**config.mk**
```make
export PLATFORM = sky130hd
export DESIGN_NAME = hsv_to_rgb_converter_core
export DESIGN_NICKNAME = d
export VERILOG_FILES = /design/src/rtl/hsv2rgb_pkg.sv /design/src/rtl/hsv2rgb_prep.sv /design/src/rtl/hsv2rgb_mix.sv /design/src/rtl/hsv_to_rgb_converter_core.sv
export SDC_FILE = /design/constraint.sdc
export NUM_CORES = 1
export LEC_CHECK = 0
export BUFFER_PORTS_ARGS = -buffer_cell sky130_fd_sc_hd__buf_2
export CAP_MARGIN = 30
export CORE_ASPECT_RATIO = 0.9
export CORE_UTILIZATION = 45
export CTS_BUF_LIST = sky130_fd_sc_hd__clkbuf_8
export CTS_CLUSTER_DIAMETER = 50
export DETAILED_ROUTE_END_ITERATION = 12
export SLEW_MARGIN = 20
export SYNTH_ARGS = -nofsm -noshare
export SYNTH_HDL_FRONTEND = slang
export SYNTH_SLANG_ARGS = --single-unit
```
**constraint.sdc**
```tcl
create_clock -name clk -period 8.52 [get_ports clk]
set_input_delay 0.426 -clock clk [delete_from_list [all_inputs] [get_ports clk]]
set_output_delay 0.426 -clock clk [all_outputs]
set_load 0.005 [all_outputs]
```
**src/rtl/hsv2rgb_pkg.sv**
```systemverilog
`default_nettype none
package hsv2rgb_pkg;

	localparam int HUE_W = 16;
	localparam int WEIGHT_W = 13;

	localparam logic [HUE_W-1:0] HUE_TURN = 16'd46080;
	localparam logic [HUE_W-1:0] HUE_SECTOR = 16'd7680;
	localparam logic [HUE_W-1:0] HUE_B2 = 16'd15360;
	localparam logic [HUE_W-1:0] HUE_B3 = 16'd23040;
	localparam logic [HUE_W-1:0] HUE_B4 = 16'd30720;
	localparam logic [HUE_W-1:0] HUE_B5 = 16'd38400;
	localparam logic [WEIGHT_W-1:0] SECTOR_SPAN = 13'd7680;

	// 7680 = 15 << 9, so rounding divide is a shift then divide by 15
	localparam int SPAN_SHIFT = 9;
	localparam int SPAN_ODD = 15;
	localparam int SPAN_HALF = 3840;

	typedef enum logic [2:0] {
		SECT_R_Y,
		SECT_Y_G,
		SECT_G_C,
		SECT_C_B,
		SECT_B_M,
		SECT_M_R
	} sector_t;

endpackage
`default_nettype wire

```
**src/rtl/hsv2rgb_prep.sv**
```systemverilog
`default_nettype none
module hsv2rgb_prep #(
	parameter int FRAC_BITS = 12
) (
	input  wire logic                          clk,
	input  wire logic                          arst_n,
	input  wire logic                          in_vld,
	output logic                               in_rdy,
	input  wire logic [hsv2rgb_pkg::HUE_W-1:0] hue,
	input  wire logic [FRAC_BITS:0]            saturation,
	input  wire logic [FRAC_BITS:0]            value,
	input  wire logic [FRAC_BITS:0]            alpha_in,
	output logic                               out_vld,
	input  wire logic                          out_rdy,
	output logic [FRAC_BITS:0]                 chroma,
	output logic [FRAC_BITS:0]                 offset,
	output logic [hsv2rgb_pkg::WEIGHT_W-1:0]   weight,
	output hsv2rgb_pkg::sector_t               sector,
	output logic [FRAC_BITS:0]                 alpha
);
	import hsv2rgb_pkg::*;

	localparam int W = FRAC_BITS + 1;
	localparam logic [W-1:0] ONE = W'(1) << FRAC_BITS;
	localparam logic [2*W-1:0] HALF = (2*W)'(1) << (FRAC_BITS - 1);

	logic            vld_s1, vld_s2, vld_s3;
	logic            rdy1, rdy2, rdy3;
	logic [HUE_W-1:0] hue_s1;
	logic [W-1:0]    sat_s1, val_s1, alpha_s1;
	sector_t         sect_s2, sect_s3;
	logic [WEIGHT_W-1:0] weight_s2, weight_s3;
	logic [2*W-1:0]  prod_s2;
	logic [W-1:0]    val_s2, alpha_s2;
	logic [W-1:0]    c_s3, m_s3, alpha_s3;

	sector_t         sect_d;
	logic [HUE_W-1:0] pos_d;
	logic [WEIGHT_W-1:0] pos_n;
	logic [2*W-1:0]  round_d;
	logic [W-1:0]    c_d;

	assign rdy3 = !vld_s3 || out_rdy;
	assign rdy2 = !vld_s2 || rdy3;
	assign rdy1 = !vld_s1 || rdy2;
	assign in_rdy = rdy1;

	always_ff @(posedge clk or negedge arst_n) begin
		if (!arst_n) begin
			vld_s1 <= 1'b0;
			vld_s2 <= 1'b0;
			vld_s3 <= 1'b0;
		end else begin
			if (rdy1) vld_s1 <= in_vld;
			if (rdy2) vld_s2 <= vld_s1;
			if (rdy3) vld_s3 <= vld_s2;
		end
	end

	// hue wrap and clamp to 1.0
	always_ff @(posedge clk) begin
		if (rdy1) begin
			hue_s1 <= (hue >= HUE_TURN) ? hue - HUE_TURN : hue;
			sat_s1 <= (saturation > ONE) ? ONE : saturation;
			val_s1 <= (value > ONE) ? ONE : value;
			alpha_s1 <= alpha_in;
		end
	end

	always_comb begin
		if (hue_s1 >= HUE_B5) begin
			sect_d = SECT_M_R;
			pos_d = hue_s1 - HUE_B5;
		end else if (hue_s1 >= HUE_B4) begin
			sect_d = SECT_B_M;
			pos_d = hue_s1 - HUE_B4;
		end else if (hue_s1 >= HUE_B3) begin
			sect_d = SECT_C_B;
			pos_d = hue_s1 - HUE_B3;
		end else if (hue_s1 >= HUE_B2) begin
			sect_d = SECT_G_C;
			pos_d = hue_s1 - HUE_B2;
		end else if (hue_s1 >= HUE_SECTOR) begin
			sect_d = SECT_Y_G;
			pos_d = hue_s1 - HUE_SECTOR;
		end else begin
			sect_d = SECT_R_Y;
			pos_d = hue_s1;
		end
		pos_n = pos_d[WEIGHT_W-1:0];
	end

	// sector and weight, chroma product
	always_ff @(posedge clk) begin
		if (rdy2) begin
			sect_s2 <= sect_d;
			weight_s2 <= sect_d[0] ? SECTOR_SPAN - pos_n : pos_n;
			prod_s2 <= (2*W)'(sat_s1) * (2*W)'(val_s1);
			val_s2 <= val_s1;
			alpha_s2 <= alpha_s1;
		end
	end

	assign round_d = prod_s2 + HALF;
	assign c_d = round_d[FRAC_BITS +: W];

	always_ff @(posedge clk) begin
		if (rdy3) begin
			c_s3 <= c_d;
			m_s3 <= val_s2 - c_d;
			sect_s3 <= sect_s2;
			weight_s3 <= weight_s2;
			alpha_s3 <= alpha_s2;
		end
	end

	assign out_vld = vld_s3;
	assign chroma = c_s3;
	assign offset = m_s3;
	assign weight = weight_s3;
	assign sector = sect_s3;
	assign alpha = alpha_s3;

endmodule
`default_nettype wire

```
**src/rtl/hsv2rgb_mix.sv**
```systemverilog
`default_nettype none
module hsv2rgb_mix #(
	parameter int FRAC_BITS = 12
) (
	input  wire logic                             clk,
	input  wire logic                             arst_n,
	input  wire logic                             in_vld,
	output logic                                  in_rdy,
	input  wire logic [FRAC_BITS:0]               chroma,
	input  wire logic [FRAC_BITS:0]               offset,
	input  wire logic [hsv2rgb_pkg::WEIGHT_W-1:0] weight,
	input  wire hsv2rgb_pkg::sector_t             sector,
	input  wire logic [FRAC_BITS:0]               alpha,
	output logic                                  out_vld,
	input  wire logic                             out_rdy,
	output logic [FRAC_BITS:0]                    red,
	output logic [FRAC_BITS:0]                    green,
	output logic [FRAC_BITS:0]                    blue,
	output logic [FRAC_BITS:0]                    alpha_out
);
	import hsv2rgb_pkg::*;

	localparam int W = FRAC_BITS + 1;
	localparam int P_W = W + WEIGHT_W;
	localparam int Q_W = W + 4;
	localparam int K = FRAC_BITS + 9;
	localparam int RECIP_W = K - 3;
	localparam logic [RECIP_W-1:0] RECIP =
		RECIP_W'(((64'd1 << K) + 64'(SPAN_ODD - 1)) / 64'(SPAN_ODD));
	localparam int QM_W = Q_W + RECIP_W;

	logic              vld_s4, vld_s5, vld_s6;
	logic              rdy4, rdy5, rdy6;
	logic [P_W-1:0]    p_s4;
	logic [W-1:0]      c_s4, m_s4, alpha_s4;
	sector_t           sect_s4, sect_s5;
	logic [QM_W-1:0]   qm_s5;
	logic [W-1:0]      c_s5, m_s5, alpha_s5;
	logic [W-1:0]      red_s6, green_s6, blue_s6, alpha_s6;

	logic [P_W-1:0]    sum_d;
	logic [Q_W-1:0]    q_d;
	logic [W-1:0]      x_d, cm_d, xm_d, r_d, g_d, b_d;

	assign rdy6 = !vld_s6 || out_rdy;
	assign rdy5 = !vld_s5 || rdy6;
	assign rdy4 = !vld_s4 || rdy5;
	assign in_rdy = rdy4;

	always_ff @(posedge clk or negedge arst_n) begin
		if (!arst_n) begin
			vld_s4 <= 1'b0;
			vld_s5 <= 1'b0;
			vld_s6 <= 1'b0;
		end else begin
			if (rdy4) vld_s4 <= in_vld;
			if (rdy5) vld_s5 <= vld_s4;
			if (rdy6) vld_s6 <= vld_s5;
		end
	end

	always_ff @(posedge clk) begin
		if (rdy4) begin
			p_s4 <= P_W'(chroma) * P_W'(weight);
			c_s4 <= chroma;
			m_s4 <= offset;
			sect_s4 <= sector;
			alpha_s4 <= alpha;
		end
	end

	// rounded divide by the sector span: shift, then reciprocal of 15
	assign sum_d = p_s4 + P_W'(SPAN_HALF);
	assign q_d = sum_d[SPAN_SHIFT +: Q_W];

	always_ff @(posedge clk) begin
		if (rdy5) begin
			qm_s5 <= QM_W'(q_d) * QM_W'(RECIP);
			c_s5 <= c_s4;
			m_s5 <= m_s4;
			sect_s5 <= sect_s4;
			alpha_s5 <= alpha_s4;
		end
	end

	assign x_d = qm_s5[K +: W];
	assign cm_d = c_s5 + m_s5;
	assign xm_d = x_d + m_s5;

	always_comb begin
		case (sect_s5)
			SECT_R_Y: begin
				r_d = cm_d; g_d = xm_d; b_d = m_s5;
			end
			SECT_Y_G: begin
				r_d = xm_d; g_d = cm_d; b_d = m_s5;
			end
			SECT_G_C: begin
				r_d = m_s5; g_d = cm_d; b_d = xm_d;
			end
			SECT_C_B: begin
				r_d = m_s5; g_d = xm_d; b_d = cm_d;
			end
			SECT_B_M: begin
				r_d = xm_d; g_d = m_s5; b_d = cm_d;
			end
			default: begin
				r_d = cm_d; g_d = m_s5; b_d = xm_d;
			end
		endcase
	end

	always_ff @(posedge clk) begin
		if (rdy6) begin
			red_s6 <= r_d;
			green_s6 <= g_d;
			blue_s6 <= b_d;
			alpha_s6 <= alpha_s5;
		end
	end

	assign out_vld = vld_s6;
	assign red = red_s6;
	assign green = green_s6;
	assign blue = blue_s6;
	assign alpha_out = alpha_s6;

endmodule
`default_nettype wire

```
**src/rtl/hsv_to_rgb_converter_core.sv**
```systemverilog
`default_nettype none
// channel   dir   tdata fields, low bit up
// s_*       in    hue, saturation, value, alpha_in
// m_*       out   red, green, blue, alpha_out
//
// six register stages, one word accepted per cycle unless the output stalls
// the two multiplies and the reciprocal divide by the sector span set the depth
// arst_n clears only the stage valid bits
// each stage holds when full and the next stage is blocked, bubbles fill in
module hsv_to_rgb_converter_core #(
	parameter int FRAC_BITS = 12
) (
	input  wire logic clk,
	input  wire logic arst_n,
	input  wire logic s_tvalid,
	output logic      s_tready,
	// hue, saturation, value, alpha_in, zero pad
	input  wire logic [((hsv2rgb_pkg::HUE_W + 3*(FRAC_BITS+1) + 7) / 8) * 8 - 1:0] s_tdata,
	output logic      m_tvalid,
	input  wire logic m_tready,
	// red, green, blue, alpha_out, zero pad
	output logic [((4*(FRAC_BITS+1) + 7) / 8) * 8 - 1:0] m_tdata
);
	import hsv2rgb_pkg::*;

	localparam int W = FRAC_BITS + 1;
	localparam int OUT_W = ((4*W + 7) / 8) * 8;

	logic            mid_vld, mid_rdy;
	logic [W-1:0]    mid_c, mid_m, mid_alpha;
	logic [WEIGHT_W-1:0] mid_weight;
	sector_t         mid_sect;
	logic [W-1:0]    red, green, blue, alpha_out;

	hsv2rgb_prep #(.FRAC_BITS(FRAC_BITS)) u_prep (
		.clk        (clk),
		.arst_n     (arst_n),
		.in_vld     (s_tvalid),
		.in_rdy     (s_tready),
		.hue        (s_tdata[HUE_W-1:0]),
		.saturation (s_tdata[HUE_W +: W]),
		.value      (s_tdata[HUE_W+W +: W]),
		.alpha_in   (s_tdata[HUE_W+2*W +: W]),
		.out_vld    (mid_vld),
		.out_rdy    (mid_rdy),
		.chroma     (mid_c),
		.offset     (mid_m),
		.weight     (mid_weight),
		.sector     (mid_sect),
		.alpha      (mid_alpha)
	);

	hsv2rgb_mix #(.FRAC_BITS(FRAC_BITS)) u_mix (
		.clk       (clk),
		.arst_n    (arst_n),
		.in_vld    (mid_vld),
		.in_rdy    (mid_rdy),
		.chroma    (mid_c),
		.offset    (mid_m),
		.weight    (mid_weight),
		.sector    (mid_sect),
		.alpha     (mid_alpha),
		.out_vld   (m_tvalid),
		.out_rdy   (m_tready),
		.red       (red),
		.green     (green),
		.blue      (blue),
		.alpha_out (alpha_out)
	);

	assign m_tdata = OUT_W'({alpha_out, blue, green, red});

endmodule
`default_nettype wire
```
==> impl_metrics.toml <==
[drt]
wirelength_mm = 56.0
wl_per_cell_um = 16.3
num_vias = 17600
drcViolationCount = 0
m1WireLength_mm = 26.4
highest_layer = "met4"
wl_met3_mm = 2.64
ant_nets = 0
vias_per_cell = 5.11
drtPass1Iterations = 7
wl_met2_mm = 26.1
drt_iter0_drc = 1114

[job]
cap_viol_max_count = 0

[synthesis]
synth.yosys.seq_area_share_pct = 36.7
synth_top_family_by_area = "adder cells"
yosysWarnings = 0
synth_xor_area_share_pct = 3.92
yosysUniqueCellTypes = 80
synth_compound_area_share_pct = 6.60
synth_edf_count = 333
synth_area_sq_um = 27700
synthMuxAreaShare_pct = 1.02
synth-async-reset-ratio_pct = 1.77
synthSimpleGateAreaFrac_pct = 11.6
synthFlopType = "edfxtp_1"
synthAdderAreaFrac_pct = 33.4
yosys_register_bits = 339
syn_inst = 2498
avgSynthCellArea_sq_um = 11.1

[worst_setup_path]
critPathCaptureType = "flop"
crit_slowest_cell = "o311ai_0"
start_kind = "flop"
reg2regPathDepth = 24
cp.required_ps = 8910
reg2reg_from = "u_mix.p_s4[9]"
path_cells = "nor4_1, nor2_1, nand4_1, nor3_1, xnor2_1, inv_1, ha_1, ha_1, o21bai_1, fa_1, inv_1, fa_1, fa_1, inv_1, fa_1, ha_1, a21oi_1, o21ai_0, o311ai_0, a31oi_1, a221oi_1, nor2b_1, o21ai_1, xnor2_1"
worst-r2r-setup-slack_ps = 1620
path_max_fanout = 3
r2r_end = "u_mix.qm_s5[33]"
cp.arrival_ps = 7290
crit_buf_inv = 3
crit_top_cell = "fa_1"
worst-setup-path-type = "flop to flop"
cp_top_family = "adder cells"
max_stage_delay_ps = 600

[clock_tree]
cts_max_level = 2
cts_tree = "built"
numCtsBuffers = 54
postCtsSetupRepairBufs = 0
cts_resized = 0
clk_latency_ps = 660
clock_sinks = 339
ctsHoldBuffers = 25
cts.reportedPaths.clkPinSlew_ps = 60
root_buffer = "clkbuf_8"
clock_path_buffers = 3

[sta]
drv_slew = 0
final.setup_skew_ps = 34.5
worst_slew_pin_slew_ps = 969
tns_ps = 0
min_period_ps = 6900
hold_viol_final = 0
max_slew_margin_pct = 35.1
period_share_pct = 81.0
setup_viol = 0
fmax_ghz = 0.145
rsz0062_at_grt = "no"

[floorplanning]
start_util_pct = 45.9
die_area_sq_um = 62500
die_x_um = 263
core_sq_um = 60300
io_pins = 118
rows = 85
fp.dieH_um = 237

[global_route]
grt-ovfl-total = 0
grt_pass1_wl_mm = 92.6
first_global_vias = 18400
grt_max_degree = 62
grt_antenna_before_repair = 1
gr-usage-all-layers_pct = 18.4

[finish]
layout.cells.most_common = "inv_1"
layout_common_cells = "417 x inv_1, 333 x edfxtp_1, 295 x ha_1"
layout-drive-gt1-share_pct = 8.46
regMostFlops = "u_mix.p_s4"
nNetsFinal = 3251
nFillCells = 5340
reg_top3 = "u_mix.p_s4 (18), u_prep.hue_s1 (16), u_prep.prod_s2 (14)"
syn2layout_area_growth_pct = 9.37
post-route-util_pct = 50.2
multi_input_area_sq_um = 15700
fin_area_sq_um = 30300
largest_reg_flops = 18
seq_area_sq_um = 10100
stdcell_count = 3445

[place]
placed_cell_area_sq_um = 29000
place_congestion = 0.849
portBuffers = 112
place_inst = 3320
dp_hpwl_mm = 42.8

[worst_hold_path]
hold_path_depth = 2
hold_class = "primary input to flop"
hp-start = "s_tdata[21]"
min_to = "u_prep.sat_s1[5]"

[outcome]
outcome = "finished, final reports clean"
## worst max path at each step
stage / startpoint / endpoint / slack (ps) / cells after the start
6_report: u_mix.p_s4[9] / u_mix.qm_s5[33] / 1620 / 24
3_3_place_gp: u_mix.p_s4[9] / u_mix.qm_s5[33] / 1750 / 24
2_1_floorplan: u_mix.p_s4[8] / u_mix.qm_s5[26] / 2430 / 28
4_1_cts: u_mix.p_s4[9] / u_mix.qm_s5[33] / 1580 / 24
5_1_grt: u_mix.p_s4[9] / u_mix.qm_s5[33] / 1090 / 24
3_5_place_dp: u_mix.p_s4[8] / u_mix.qm_s5[33] / 1580 / 26
## per-layer routing
layer  track usage (%)  vias to the layer above
met5                 0                        -
met4              4.78                        0
met3              2.55                       61
met2              30.4                      373
met1              25.4                     8657
li1                  -                     8527
## worst register-to-register path: stages, from the launching register on
cell and delay [ps]:
edfxtp_1 410, nor4_1 440, nor2_1 130, nand4_1 180, nor3_1 80, xnor2_1 320, inv_1 120, ha_1 220
ha_1 170, o21bai_1 170, fa_1 500, inv_1 60, fa_1 480, fa_1 550, inv_1 60, fa_1 490
ha_1 320, a21oi_1 180, o21ai_0 140, o311ai_0 600, a31oi_1 280, a221oi_1 410, nor2b_1 120, o21ai_1 160
xnor2_1 80
## logic make-up after synthesis
| kind of cell | count (synthesis) |
|---|---|
| compound gates | 274 |
| xor+xnor | 124 |
| fa+ha+maj | 573 |
| buf+inv | 491 |
| flops | 339 |
| mux | 28 |
| other cells | 1 |
| simple gates | 668 |
## synthesized netlist by cell type, types with 30 or more instances
| master | count | area share [%] |
|---|---|---|
| and2_1 | 132 | 3.0 |
| xor2_1 | 40 | 1.3 |
| nor2b_1 | 32 | 0.72 |
| fa_1 | 278 | 20 |
| a21oi_1 | 86 | 1.6 |
| nand2_1 | 273 | 3.7 |
| nor2_1 | 98 | 1.3 |
| nor3_1 | 34 | 0.61 |
| xnor2_1 | 84 | 2.7 |
| inv_1 | 403 | 5.5 |
| clkbuf_1 | 76 | 1.0 |
| ha_1 | 295 | 13 |
| o21ai_0 | 30 | 0.54 |
| edfxtp_1 | 333 | 36 |
## cell type report
| cell class | instances | share of cell area [%] |
|---|---|---|
| Clock buffer | 54 | 2.46 |
| Tap cell | 783 | 3.24 |
| Inverter | 405 | 5.03 |
| Multi-Input combinational cell | 1671 | 51.8 |
| Sequential cell | 339 | 33.5 |
| Antenna cell | 2 | 0.0165 |
| Clock inverter | 44 | 0.942 |
| Timing Repair Buffer | 147 | 2.97 |
## metrics by stage
stage	worst slack (ps)	hold slack, ps
after floorplan	2430	130
after global placement	1750	257
after detailed placement	1580	260
after CTS	1580	10.7
after global routing	1090	41.5
final	1620	66.7
Power is not shown: default switching activity piles up to over one toggle a cycle in this logic, so the estimate is an artifact.
